--- src/rtl/tore_pkg.sv ---
// Shared types and constants for the tri-state OOK remote encoder.
// No dependencies; imported by every module of the block.
package tore_pkg;

    localparam logic [2:0] STATUS_NONE     = 3'd0;
    localparam logic [2:0] STATUS_ACCEPTED = 3'd1;
    localparam logic [2:0] STATUS_BAD_ADDR = 3'd2;
    localparam logic [2:0] STATUS_BAD_CHAN = 3'd3;
    localparam logic [2:0] STATUS_BAD_STATE = 3'd4;
    localparam logic [2:0] STATUS_BUSY     = 3'd5;

    localparam logic [3:0]  SYMBOLS          = 4'd12;
    localparam logic [4:0]  SYNC_LOW_UNITS   = 5'd31;
    localparam logic [15:0] PULSE_TICKS_RST  = 16'd350;
    localparam logic [7:0]  REPEAT_COUNT_RST = 8'd10;

    localparam logic CMD_TICK   = 1'b0;
    localparam logic CMD_SUBMIT = 1'b1;

    localparam logic REG_PULSE_TICKS  = 1'b0;
    localparam logic REG_REPEAT_COUNT = 1'b1;

    typedef struct packed {
        logic [7:0] state_char;
        logic [7:0] channel_char;
        logic [7:0] addr_char_4;
        logic [7:0] addr_char_3;
        logic [7:0] addr_char_2;
        logic [7:0] addr_char_1;
        logic [7:0] addr_char_0;
    } tore_chars_t;

    typedef struct packed {
        logic [2:0]  status;
        logic [23:0] word;
    } tore_decode_t;

    typedef struct packed {
        logic       done_res;
        logic [2:0] status;
        logic       busy_res;
        logic       tx_level;
    } tore_result_t;

endpackage

--- src/rtl/tore_cmd_decode.sv ---
// Command checker and code word builder for the tri-state OOK remote encoder.
// Purely combinational; depends on tore_pkg.
module tore_cmd_decode
(
    input  tore_pkg::tore_chars_t  chars,
    output tore_pkg::tore_decode_t decode
);
    import tore_pkg::*;

    logic [7:0] addr [5];
    logic       addr_ok;
    logic [9:0] addr_bits;
    logic       chan_ok;
    logic [1:0] chan_sel;
    logic [9:0] chan_bits;
    logic       state_ok;
    logic [3:0] state_bits;

    assign addr[0] = chars.addr_char_0;
    assign addr[1] = chars.addr_char_1;
    assign addr[2] = chars.addr_char_2;
    assign addr[3] = chars.addr_char_3;
    assign addr[4] = chars.addr_char_4;

    // Address '0' is symbol F (pair bits 01), '1' is symbol 0 (pair bits 00).
    always_comb
    begin
        addr_ok   = 1'b1;
        addr_bits = '0;
        for (int i = 0; i < 5; i++)
        begin
            if (addr[i] == 8'h30)
            begin
                addr_bits[9 - 2 * i -: 2] = 2'b01;
            end
            else if (addr[i] != 8'h31)
            begin
                addr_ok = 1'b0;
            end
        end
    end

    always_comb
    begin
        chan_ok  = 1'b1;
        chan_sel = '0;
        if (chars.channel_char >= 8'h41 && chars.channel_char <= 8'h44)
        begin
            chan_sel = 2'(chars.channel_char - 8'h41);
        end
        else if (chars.channel_char >= 8'h31 && chars.channel_char <= 8'h34)
        begin
            chan_sel = 2'(chars.channel_char - 8'h31);
        end
        else
        begin
            chan_ok = 1'b0;
        end
        for (int i = 0; i < 5; i++)
        begin
            chan_bits[9 - 2 * i -: 2] = (i == int'(chan_sel)) ? 2'b00 : 2'b01;
        end
    end

    always_comb
    begin
        state_ok   = 1'b1;
        state_bits = 4'b0000;
        if (chars.state_char == 8'h31)
        begin
            state_bits = 4'b0001;
        end
        else if (chars.state_char == 8'h30)
        begin
            state_bits = 4'b0100;
        end
        else
        begin
            state_ok = 1'b0;
        end
    end

    always_comb
    begin
        decode.word = {addr_bits, chan_bits, state_bits};
        if (!addr_ok)
        begin
            decode.status = STATUS_BAD_ADDR;
        end
        else if (!chan_ok)
        begin
            decode.status = STATUS_BAD_CHAN;
        end
        else if (!state_ok)
        begin
            decode.status = STATUS_BAD_STATE;
        end
        else
        begin
            decode.status = STATUS_ACCEPTED;
        end
    end

endmodule

--- src/rtl/tore_tx_engine.sv ---
// Transmission state and pulse timing for the tri-state OOK remote encoder.
// Advances one request per step; depends on tore_pkg.
module tore_tx_engine
(
    input  logic                   clk,
    input  logic                   rst_n,
    input  logic                   step,
    input  logic                   cmd,
    input  tore_pkg::tore_decode_t decode,
    input  logic [15:0]            pulse_ticks,
    input  logic [7:0]             repeat_count,
    output tore_pkg::tore_result_t result
);
    import tore_pkg::*;

    logic [23:0] code_word_reg, code_word_next;
    logic [7:0]  repeats_left_reg, repeats_left_next;
    logic [3:0]  symbol_index_reg, symbol_index_next;
    logic        pulse_half_reg, pulse_half_next;
    logic        phase_high_reg, phase_high_next;
    logic        in_sync_reg, in_sync_next;
    logic [4:0]  units_left_reg, units_left_next;
    logic [15:0] ticks_left_reg, ticks_left_next;
    logic        active_reg, active_next;

    logic [15:0] unit_len;
    logic [7:0]  repeats_dec;
    logic [3:0]  symbol_inc;
    logic        start_high;

    function automatic logic pair_bit(logic [23:0] word, logic [3:0] sym, logic half);
        logic [4:0] idx;
        idx = {sym, half};
        if (idx > 5'd23)
        begin
            return 1'b0;
        end
        return word[5'd23 - idx];
    endfunction

    assign unit_len    = (pulse_ticks == 16'd0) ? 16'd1 : pulse_ticks;
    assign repeats_dec = repeats_left_reg - 8'd1;
    assign symbol_inc  = symbol_index_reg + 4'd1;

    always_comb
    begin
        code_word_next    = code_word_reg;
        repeats_left_next = repeats_left_reg;
        symbol_index_next = symbol_index_reg;
        pulse_half_next   = pulse_half_reg;
        phase_high_next   = phase_high_reg;
        in_sync_next      = in_sync_reg;
        units_left_next   = units_left_reg;
        ticks_left_next   = ticks_left_reg;
        active_next       = active_reg;
        start_high        = 1'b0;

        result.tx_level = active_reg & phase_high_reg;
        result.busy_res = active_reg;
        result.status   = STATUS_NONE;
        result.done_res = 1'b0;

        if (step)
        begin
            if (cmd == CMD_TICK)
            begin
                if (active_reg)
                begin
                    if (ticks_left_reg > 16'd1)
                    begin
                        ticks_left_next = ticks_left_reg - 16'd1;
                    end
                    else
                    begin
                        ticks_left_next = unit_len;
                        if (units_left_reg > 5'd1)
                        begin
                            units_left_next = units_left_reg - 5'd1;
                        end
                        else if (phase_high_reg)
                        begin
                            phase_high_next = 1'b0;
                            if (in_sync_reg)
                            begin
                                units_left_next = SYNC_LOW_UNITS;
                            end
                            else if (pair_bit(code_word_reg, symbol_index_reg, pulse_half_reg))
                            begin
                                units_left_next = 5'd1;
                            end
                            else
                            begin
                                units_left_next = 5'd3;
                            end
                        end
                        else if (in_sync_reg)
                        begin
                            repeats_left_next = repeats_dec;
                            if (repeats_dec == 8'd0)
                            begin
                                active_next     = 1'b0;
                                phase_high_next = 1'b0;
                                in_sync_next    = 1'b0;
                                units_left_next = '0;
                                ticks_left_next = '0;
                                result.done_res = 1'b1;
                            end
                            else
                            begin
                                in_sync_next      = 1'b0;
                                symbol_index_next = '0;
                                pulse_half_next   = 1'b0;
                                start_high        = 1'b1;
                            end
                        end
                        else if (!pulse_half_reg)
                        begin
                            pulse_half_next = 1'b1;
                            start_high      = 1'b1;
                        end
                        else
                        begin
                            pulse_half_next = 1'b0;
                            if (symbol_inc >= SYMBOLS)
                            begin
                                symbol_index_next = '0;
                                in_sync_next      = 1'b1;
                            end
                            else
                            begin
                                symbol_index_next = symbol_inc;
                            end
                            start_high = 1'b1;
                        end
                    end
                end
            end
            else if (active_reg)
            begin
                result.status = STATUS_BUSY;
            end
            else
            begin
                result.status = decode.status;
                if (decode.status == STATUS_ACCEPTED)
                begin
                    code_word_next    = decode.word;
                    repeats_left_next = repeat_count;
                    symbol_index_next = '0;
                    pulse_half_next   = 1'b0;
                    in_sync_next      = 1'b0;
                    if (repeat_count != 8'd0)
                    begin
                        active_next     = 1'b1;
                        phase_high_next = 1'b1;
                        units_left_next = decode.word[23] ? 5'd3 : 5'd1;
                        ticks_left_next = unit_len;
                    end
                end
            end
        end

        if (start_high)
        begin
            phase_high_next = 1'b1;
            ticks_left_next = unit_len;
            if (in_sync_next)
            begin
                units_left_next = 5'd1;
            end
            else if (pair_bit(code_word_reg, symbol_index_next, pulse_half_next))
            begin
                units_left_next = 5'd3;
            end
            else
            begin
                units_left_next = 5'd1;
            end
        end
    end

    always_ff @(posedge clk or negedge rst_n)
    begin
        if (!rst_n)
        begin
            code_word_reg    <= '0;
            repeats_left_reg <= '0;
            symbol_index_reg <= '0;
            pulse_half_reg   <= 1'b0;
            phase_high_reg   <= 1'b0;
            in_sync_reg      <= 1'b0;
            units_left_reg   <= '0;
            ticks_left_reg   <= '0;
            active_reg       <= 1'b0;
        end
        else
        begin
            code_word_reg    <= code_word_next;
            repeats_left_reg <= repeats_left_next;
            symbol_index_reg <= symbol_index_next;
            pulse_half_reg   <= pulse_half_next;
            phase_high_reg   <= phase_high_next;
            in_sync_reg      <= in_sync_next;
            units_left_reg   <= units_left_next;
            ticks_left_reg   <= ticks_left_next;
            active_reg       <= active_next;
        end
    end

endmodule

--- src/rtl/tristate_ook_remote_encoder_core.sv ---
// Tri-state OOK remote switch encoder: takes one request per clock cycle when the output side
// is not stalled, either a time tick or a seven-character switch command, and returns one
// result per request. Each request passes an input register and then a result register
// before its result is presented on the output; the throughput of one request per cycle
// is set by the single pass through the transmit state update between those two registers.
// Depends on tore_pkg, tore_cmd_decode and tore_tx_engine.
module tristate_ook_remote_encoder_core
(
    input  logic        clk,
    input  logic        rst_n,

    input  logic        s_tvalid,
    output logic        s_tready,
    input  logic [55:0] s_tdata,   // addr_char_0..4, channel_char, state_char
    input  logic        s_tuser,   // cmd

    output logic        m_tvalid,
    input  logic        m_tready,
    output logic [7:0]  m_tdata,   // tx_level, busy_res, status[2:0], done_res, zero pad

    input  logic        psel,
    input  logic        penable,
    input  logic        pwrite,
    input  logic [2:0]  paddr,
    input  logic [31:0] pwdata,
    output logic [31:0] prdata,
    output logic        pready
);
    import tore_pkg::*;

    logic         in_valid_reg, in_valid_next;
    logic         in_cmd_reg;
    tore_chars_t  in_chars_reg;
    logic         out_valid_reg, out_valid_next;
    tore_result_t out_result_reg;
    logic [15:0]  pulse_ticks_reg;
    logic [7:0]   repeat_count_reg;

    logic         advance;
    logic         cfg_write;
    tore_decode_t decode;
    tore_result_t result;

    assign advance        = in_valid_reg && (!out_valid_reg || m_tready);
    assign s_tready       = !in_valid_reg || advance;
    assign in_valid_next  = (s_tvalid && s_tready) || (in_valid_reg && !advance);
    assign out_valid_next = advance || (out_valid_reg && !m_tready);

    assign m_tvalid = out_valid_reg;
    assign m_tdata  = {2'b00, out_result_reg};

    assign pready    = 1'b1;
    assign cfg_write = psel && penable && pwrite && pready;
    assign prdata    = (paddr[2] == REG_REPEAT_COUNT) ? {24'd0, repeat_count_reg}
                                                      : {16'd0, pulse_ticks_reg};

    tore_cmd_decode u_decode
    (
        .chars  (in_chars_reg),
        .decode (decode)
    );

    tore_tx_engine u_engine
    (
        .clk          (clk),
        .rst_n        (rst_n),
        .step         (advance),
        .cmd          (in_cmd_reg),
        .decode       (decode),
        .pulse_ticks  (pulse_ticks_reg),
        .repeat_count (repeat_count_reg),
        .result       (result)
    );

    always_ff @(posedge clk or negedge rst_n)
    begin
        if (!rst_n)
        begin
            in_valid_reg     <= 1'b0;
            out_valid_reg    <= 1'b0;
            pulse_ticks_reg  <= PULSE_TICKS_RST;
            repeat_count_reg <= REPEAT_COUNT_RST;
        end
        else
        begin
            in_valid_reg  <= in_valid_next;
            out_valid_reg <= out_valid_next;
            if (cfg_write)
            begin
                if (paddr[2] == REG_REPEAT_COUNT)
                begin
                    repeat_count_reg <= pwdata[7:0];
                end
                else
                begin
                    pulse_ticks_reg <= pwdata[15:0];
                end
            end
        end
    end

    always_ff @(posedge clk)
    begin
        if (s_tvalid && s_tready)
        begin
            in_cmd_reg   <= s_tuser;
            in_chars_reg <= tore_chars_t'(s_tdata);
        end
        if (advance)
        begin
            out_result_reg <= result;
        end
    end

endmodule

--- config.mk ---
export PLATFORM = sky130hd
export DESIGN_NAME = tristate_ook_remote_encoder_core
export DESIGN_NICKNAME = d
export VERILOG_FILES = /design/src/rtl/tore_pkg.sv /design/src/rtl/tore_cmd_decode.sv /design/src/rtl/tore_tx_engine.sv /design/src/rtl/tristate_ook_remote_encoder_core.sv
export SDC_FILE = /design/constraint.sdc
export NUM_CORES = 1
export LEC_CHECK = 0
export BUFFER_PORTS_ARGS = -buffer_cell sky130_fd_sc_hd__buf_2
export CORE_MARGIN = 4
export CORE_UTILIZATION = 61
export CTS_BUF_LIST = sky130_fd_sc_hd__clkbuf_16
export DETAILED_ROUTE_END_ITERATION = 7
export GPL_TIMING_DRIVEN = 0
export PLACE_DENSITY = 0.9
export SLEW_MARGIN = 15
export SYNTH_ARGS = -nofsm -noshare
export SYNTH_HDL_FRONTEND = slang
export SYNTH_HIERARCHICAL = 1
export SYNTH_SLANG_ARGS = --single-unit
--- constraint.sdc ---
create_clock -name clk -period 6.7 [get_ports clk]
set_input_delay 0 -clock clk [delete_from_list [all_inputs] [get_ports clk]]
set_output_delay 0 -clock clk [all_outputs]
set_load 0.02 [all_outputs]
---- Yosys cells after proc, flatten, opt, wreduce, memory -nomap -nowiden ----
Cells that the tools add are included.
W data, S select, Z words.
storage, ports and cells
  input port bits ......................... 99
  word-level logic and storage cells ...... 269
  flip-flop bits (word level) ............. 149
  output and inout port bits .............. 43
operators by class
  multiplexer cells ....................... 158
  reductions and logical operators ........ 38
  equality and inequality tests ........... 23
  bitwise logic cells ..................... 5
  magnitude comparators ................... 11
  $add $sub $neg .......................... 8
operators by type and width
  operator                 count
  $mux W16                 14
  $mux W1                  97
  $mux W5                  14
  $mux W8                  8
  $eq A8 B6 Y1 const B     7
  $mux W4                  13
  $ne A8 B6 Y1 const B     5
  $gt A16 B1 Y1 const B    1
  $logic_not A16 Y1        1
  $reduce_and A8 Y1        2
  $sub A16 B1 Y16 const B  1
  $mux W3                  5
  $lt A5 B6 Y1 const B     2
  $bmux W1 S5              2
  $gt A5 B5 Y1 const B     2
  $mux W2                  5
  $reduce_bool A5 Y1       2
  $sub A5 B5 Y5 const A    2
  $reduce_bool A3 Y1       3
  $ge A8 B6 Y1 const B     1
  $ge A8 B7 Y1 const B     1
  $le A8 B6 Y1 const B     1
  $le A8 B7 Y1 const B     1
  $logic_and A1 B1 Y1      8
  other kinds (26)         45

---- Depth between registers and ports, before layout ----
Gate-level depths: netlist (run 1).
  word-level depth ........................ 27
  mapped depth ............................ 16
  depth with buffers taken out ............ 16

---- Cells and area by module ----
Netlist (run 1), hierarchy kept.
by module, submodules not included
  module                            cells an instance  instances  area each (µm²)  seq. area each (µm²)
  tore_tx_engine                    533                1          4,220.3          1,526.5
  tristate_ook_remote_encoder_core  161                1          3,253.1          2,552.4
  tore_cmd_decode                   62                 1          417.9            0.0

---- Worst setup path before layout (run 1) ----
Ideal clock, no wire load.
  kind .................................... register -> register
  from .................................... register out_valid_reg (netlist: m_tvalid)
  to ...................................... register u_engine.units_left_reg[1]
  required time ........................... 6.612 ns
  clock period less this slack ............ 3.508 ns
  buffers on the path ..................... 1
  slack ................................... 3.192 ns
  data arrival time ....................... 3.420 ns
  cell stages (with the launch flop) ...... 14
  setup time .............................. 0.088 ns
  path through ............................ dfrtp_1 -> nand2b_1 -> and2_1 -> clkbuf_1 -> nor2b_1 -> nand4_1 -> nor3_1 -> nand2_1 -> a21oi_1 -> nor2_1 -> ha_1 -> or4_1 -> o21a_1 -> a41oi_1
on the way
  cells in the longest elaborated chain, start to end .. 14
  elaborated cells on any way between the ends .. 29
  those cells by class .................... add/sub: 1; order compare: 1; eq/ne: 2; mux: 15; reduce/logical: 10
ends and longest elaborated chain
  what                                                                   line                                    RTL
  start, declared                                                        tristate_ook_remote_encoder_core.sv:34  logic out_valid_reg, out_valid_next;
  start signal, assigned                                                 tristate_ook_remote_encoder_core.sv:87  out_valid_reg <= out_valid_next;
  $logic_not A1 Y1 *                                                     tristate_ook_remote_encoder_core.sv:44  assign advance = in_valid_reg && (!out_valid_reg || m_tready);
  $logic_or A1 B1 Y1 *                                                   tristate_ook_remote_encoder_core.sv:44
  $logic_and A1 B1 Y1 *                                                  tristate_ook_remote_encoder_core.sv:44
  named net advance                                                      tristate_ook_remote_encoder_core.sv:39  logic advance;
  $mux W4 *                                                              tore_tx_engine.sv:63                    if (step)
  named net u_engine.symbol_index_next[3]                                tore_tx_engine.sv:18                    logic [3:0] symbol_index_reg, symbol_index_next;
  parallel branches: the longest is 4 deep, another holds $sub A5 B5 Y5  -
  $mux W1 *                                                              tore_tx_engine.sv:38                    return word[5'd23 - idx];
  $mux W1 *                                                              tore_tx_engine.sv:167                   if (in_sync_next)
  $mux W1 *                                                              tore_tx_engine.sv:163                   if (start_high)
  $mux W2 *                                                              tore_tx_engine.sv:171                   else if (pair_bit(code_word_reg, symbol_index_next, pulse_half_next))
  $mux W5 *                                                              tore_tx_engine.sv:167
  $mux W5 *                                                              tore_tx_engine.sv:163
  end signal, assigned                                                   tore_tx_engine.sv:204                   units_left_reg <= units_left_next;
  end, declared                                                          tore_tx_engine.sv:22                    logic [4:0] units_left_reg, units_left_next;
Mark *: on every way through the listed nets, which the timed path passes. The select of a mux whose other input is x is not followed.
A chain may end at the register's enable or synchronous reset.

==> results of run 1 <==
[cell families (layout without fill, tap and decap cells)]
kind of cell	Yosys count	after routing	share of synthesized area, %
multiplexers	47	47	7.93
adder cells (fa/ha/maj)	13	13	2.06
AO/OA/AOI/OAI	167	167	13.5
other	4	32	0.190
AND/OR/NAND/NOR	286	286	18.4
buffers and inverters	87	301	6.04
XOR/XNOR	2	2	0.222
flip-flops	150	150	51.7
[power breakdown]
part           switching (uW)  internal (uW)  leakage, uW
Sequential               59.8           1030      0.00170
Clock                     421            552     0.000285
Combinational             153            144      0.00242
Total                     634           1730      0.00440
[critical path: cells and delay by family, from the launching register on]
family,cells,cell delay (ps)
compound gates,3,890
buf+inv,1,510
fa+ha+maj,1,220
flops,1,390
simple gates,7,2870
[layout make-up]
cell class | count | share of cell area (%)
buffer | 66 | 3.92
clock inverter | 15 | 1.54
clock buffer | 17 | 4.19
timing repair buffer | 182 | 13.2
tap | 172 | 2.12
inverter | 21 | 0.777
sequential | 150 | 40.2
multi-input combinational | 547 | 34.0
[final timing paths]
check | slack (ps) | depth (start not counted) | endpoint
worst max-delay path | 1720 | 12 | u_engine/units_left_reg[1]
worst min-delay path | 40 | 3 | pulse_ticks_reg[1]
worst max register to register | 1720 | 12 | u_engine/units_left_reg[1]
worst min register to register | 480 | 1 | m_tvalid
max in group asynchronous | 5960 | 3 | pulse_ticks_reg[1]
min in group asynchronous | 70 | 2 | u_engine/ticks_left_reg[8]
[layout by cell type (no fill, tap or decap), types with 7 or more instances in the layout]
cell type and instances:
mux2_2 24, inv_1 23, dlygate4sd3_1 77, buf_2 105, nor3_1 23, or3_1 8, buf_4 34, nor2b_1 17
mux2_4 10, nor2_1 49, edfxtp_1 63, ha_1 13, a31oi_1 7, a21oi_1 41, or4_1 7, nand2_1 104
o21ai_0 55, a22oi_1 9, nand4_1 7, nand3_1 14, clkbuf_1 27, nor4_1 15, clkbuf_16 17, conb_1 32
dfrtp_1 79, mux2i_1 7, dfstp_2 8
[repair_timing]
item | 4_1_cts | 5_1_grt
endpoints found under the hold margin | 163 | 0
setup endpoints to repair | 0 | 0
hold buffers | 77 | 0
[metal layers]
layer	up-vias	global-route usage, %	share of wire [%]
met5	-	1.04	0
met2	834	57.9	45
li1	3187	-	-
met1	3512	45.7	33
met3	257	10.4	13
met4	0	22.7	8.3
[stage by stage]
| stage | power, uW | hold slack, ps | setup WS (ps) |
|---|---|---|---|
| floorplan | 1230 | -296 | 3190 |
| global placement | 1320 | 176 | 2270 |
| detailed placement | 1330 | -24.9 | 2290 |
| CTS | 2310 | 31.8 | 2180 |
| global route | 2410 | 43.7 | 1620 |
| finish | 2360 | 36.9 | 1720 |
==> results.ini, run 1 <==
[outcome]
run_status = complete, but fails checks
violations = design-rule violations

[worst_setup_path]
critical_path.max_stage_delay_ps = 650
start_kind = register
r2r-start = in_chars_reg[30]
crit_arrival_ps = 5300
critical_path_peak_fanout = 10
path_cells = nor4_1, nand4b_1, or4_1, a31oi_1, nand2_1, nor3_1, clkbuf_1, nor2_1, ha_1, or4_1, o21a_1, a41oi_1
worst_ep_required_time_ps = 7020
worstSetupPathType = register to register
cp_common_cell = or4_1
end_kind = register
crit_slowest_cell = or4_1
cp-startpoint = in_chars_reg[30]

[synthesis]
synth_area_leaders = dfrtp_1 (25%), edfxtp_1 (24%), nand2_1 (4.9%), o21ai_0 (3.5%), mux2_2 (3.4%)
synth_top_cell_by_area = dfrtp_1
synth_most_common_cell = nand2_1
synthDominantCellAreaShare_pct = 25.1
synthTopCellsByCount = nand2_1 (104), dfrtp_1 (79), edfxtp_1 (63)
syn_avg_cell_area_sq_um = 10.4
yosysSeqAreaShare_pct = 51.7
syn_area_sq_um = 7890
async_flop_share_pct = 58.0
synth-edff-count = 63
ys_ff_latch = 150
synthFlopType = dfrtp_1
yosysUniqueCellTypes = 72
yosys_warnings = 6
synth_cells = 756

[clock_network]
cts_resized = 0
cts_buffers = 17
cts_setup_buffers = 0
cts_sinks = 150
cts_root_buffer = clkbuf_16
cts_tree = built
cts_buffer_depth = 2
clk_pin_slew_ps = 70
clk_latency_ps = 440
cts-htree-levels = 4

[die]
io_pins = 142
fp.dieH_microns = 122
design.die.area_sq_um = 14800
dieWidth_microns = 122
start_util_pct = 62.5
coreArea_sq_um = 12600
row_count = 41

[placement]
place_inst = 1061
post-dp-hpwl_mm = 13.6
place.gp.congestion = 0.956
placed_cell_area_sq_um = 8790
portBuffers = 103

[detailed_routing]
first_pass_iters = 8
drt_iter0_markers = 1447
drc = 28
wl_mm = 27.0
wire_per_inst_microns = 23.1
dr_total_vias = 7790
drtAntennaViolNets = 0
vias_per_cell = 6.66

[power]
power.density_nw_per_um2 = 233
power.leakage_uw = 0.00440
vdd_ir_drop_max_v = 0.000234

[final_layout]
largest_reg_flops = 56
fin_cells = 1170
multi_input_area_sq_um = 3450
n_antenna_cell = 0
fin_area_sq_um = 10100
final_util_pct = 80.4
drive_gt1_share_pct = 23.6
syn_to_final_growth_pct = 28.6
fillers = 655
seqCellArea_sq_um = 4080
fin_nets = 1097

[min_path]
hp-start = penable
hp-class = primary input to register

[timing]
fin_crit_sh_pct = 74.3
tns_ps = 0
relSlewSlack_pct = 17.1
setup_viol = 0
finalHoldViolations = 0
slew_violations = 0
clock_skew_ps = 19.2
fmax_mhz = 201
finalCriticalPeriod_ps = 4980
rsz0062_at_grt = no
tightest_slew_ps = 1230

[global_routing]
grt_antenna_before_repair = 0
grt_overflow = 0
grtUsageTotal_pct = 37.0
first_global_vias = 7554
grt_max_degree = 57
grt_pass1_wl_mm = 41.7

[run]
cap_violations = 0

(Power assumes the default switching activity.)
==> run 2: changes to the inputs <==
--- a/config.mk
+++ b/config.mk
@@ -7,11 +7,11 @@
 export LEC_CHECK = 0
 export BUFFER_PORTS_ARGS = -buffer_cell sky130_fd_sc_hd__buf_2
 export CORE_MARGIN = 4
-export CORE_UTILIZATION = 61
+export CORE_UTILIZATION = 51
 export CTS_BUF_LIST = sky130_fd_sc_hd__clkbuf_16
 export DETAILED_ROUTE_END_ITERATION = 7
 export GPL_TIMING_DRIVEN = 0
-export PLACE_DENSITY = 0.9
+export PLACE_DENSITY = 0.81
 export SLEW_MARGIN = 15
 export SYNTH_ARGS = -nofsm -noshare
 export SYNTH_HDL_FRONTEND = slang
==> constraint.sdc (replaced) <==
create_clock -name clk -period 4.1 [get_ports clk]
set_input_delay 0 -clock clk [delete_from_list [all_inputs] [get_ports clk]]
set_output_delay 0 -clock clk [all_outputs]
set_load 0.02 [all_outputs]
==> run 2 against run 1 <==
The flow now finishes without violations. Worst hold slack better by 2.0 ps. Register-to-register slack worse by 1700 ps. Non-clock buffer count is 1 higher. Power is 59% higher. Clock power is 56% higher. Clock skew is 11 ps lower. Global-route usage is 11 points lower. Largest cell class unchanged. Critical path depth stayed put. Critical path type unchanged. Utilization is 13 points lower. Setup slack worse by 1700 ps. Cell count is 1.5% higher. Clock-buffer cell count stayed put. Largest power group unchanged.
==> results.ini, run 2 (synthesis gave the netlist of run 1 again) <==
[outcome]
run_status = finished clean

[final_layout]
multi_input_area_sq_um = 3520
layout_commonest_cell = buf_2
drive_gt1_share_pct = 25.3
n_antenna_cell = 0
fin_area_sq_um = 10200
fillers = 1090
seqCellArea_sq_um = 4080
fin_nets = 1098
final_util_pct = 67.4
syn_to_final_growth_pct = 29.8
final_cell_mix = buf_2 (105), nand2_1 (104), dfrtp_1 (79), dlygate4sd3_1 (77), edfxtp_1 (63)
largest_reg_flops = 56

[detailed_routing]
drtAntennaViolNets = 0
wire_per_inst_microns = 18.7
vias_per_cell = 5.89
dr_total_vias = 6993
first_pass_iters = 5
drt_iter0_markers = 895
drc = 0
wl_mm = 22.2

[min_path]
hold_path_depth = 3
hp-class = primary input to register

[worst_setup_path]
end_kind = register
critical_path_peak_fanout = 7
critical_path.max_stage_delay_ps = 590
worst_ep_required_time_ps = 4440
worstSetupPathType = register to register
crit_arrival_ps = 4410
path_cells = nor4_2, nand4b_1, or4_4, or2_1, nor4b_2, o21ai_0, nor3_1, o21ai_2, ha_1, or4_1, o21a_1, a41oi_1
r2r_cells = 12
start_kind = register
crit_slowest_cell = or4_4

[placement]
portBuffers = 103
place.gp.congestion = 0.954
placed_cell_area_sq_um = 8810
post-dp-hpwl_mm = 13.4

[global_routing]
grt_pass1_wl_mm = 36.1
grt_antenna_before_repair = 0
first_global_vias = 6860
grt_overflow = 0
grtUsageTotal_pct = 25.8
grt_max_degree = 55

[timing]
finalCriticalPeriod_ps = 4070
finalHoldViolations = 0
relSlewSlack_pct = 33.5
slew_violations = 0
clock_skew_ps = 8.34
fmax_mhz = 246
setup_viol = 0
tns_ps = 0
worst_hold_slack_ps = 38.8
tightest_slew_ps = 989
fin_crit_sh_pct = 99.3

[die]
row_count = 45
start_util_pct = 51.9
io_pins = 142
dieWidth_microns = 132
fp.dieH_microns = 132
design.die.area_sq_um = 17500
coreArea_sq_um = 15200

[power]
vdd_ir_drop_max_v = 0.000432
swShare_pct = 26.1
p_clk_share_pct = 40.5
p_seq_share_pct = 47.3
power.leakage_uw = 0.00442
switching_power_uw = 975
power.density_nw_per_um2 = 365
pwr-share-comb_pct = 12.2
p_int_uw = 2770

[clock_network]
cts_tree = built
cts_buffers = 17
clk_latency_ps = 430
cts-htree-levels = 4
cts_sinks = 150
clk_pin_slew_ps = 70
cts_root_buffer = clkbuf_16
cts_buffer_depth = 2

[run]
cap_violations = 0

run 2: critical path: cells and delay by family, from the launching register on:
kind                     cells  cell delay [ps]
AND/OR/NAND/NOR              7             2690
AO/OA/AOI/OAI                4              700
flip-flops                   1              380
adder cells (fa/ha/maj)      1              200
run 2: routing by layer:
metal  routed length [microns]  up-vias  GRT usage [%]
li1                          -     3184              -
met1                      8610     3336           33.9
met2                     11100      409           42.6
met3                      1890       64           6.37
met4                       553        0           7.56
met5                         0        -              0
run 2: cell type report:
class,instances,share of cell area (%)
timing repair buffer,184,13.3
inverter,21,0.769
tap,188,2.30
sequential,150,39.8
buffer,65,3.90
clock buffer,17,4.15
multi-input combinational,547,34.4
clock inverter,15,1.40
run 2: what timing repair did:
action                                  4_1_cts  5_1_grt
setup buffers                                 1        1
endpoints found under the hold margin       163        0
pin swaps                                     0        1
gates cloned                                  0        0
endpoints found under the setup margin        1        1
hold buffers                                 77        0
gates resized for setup                       9       10
run 2: path summary, 6_finish.rpt:
check / start / to / slack [ps]
worst max-delay path: in_chars_reg[30] / u_engine/units_left_reg[1] / 30
worst min-delay path: penable / pulse_ticks_reg[15] / 40
worst max register to register: in_chars_reg[30] / u_engine/units_left_reg[1] / 30
worst min register to register: in_chars_reg[32] / u_engine/code_word_reg[14] / 480
max in group asynchronous: rst_n / pulse_ticks_reg[2] / 3370
min in group asynchronous: rst_n / pulse_ticks_reg[11] / 60
run 2: power groups by stage:
stage                     combinational, uW  sequential [uW]  clock [uW]
after global placement                  366             1790           0
after CTS                               444             1760        1530
final                                   458             1770        1520
after floorplan                         250             1770           0
after detailed placement                384             1790           0
after global routing                    495             1780        1610
run 2: metrics by stage:
stage	setup slack [ps]	std cells	power (uW)
2_1_floorplan	592	784	2020
3_3_place_gp	-365	1075	2150
3_5_place_dp	-322	1077	2170
4_1_cts	33.5	1187	3740
5_1_grt	-32.4	1187	3890
6_report	28.2	1187	3740
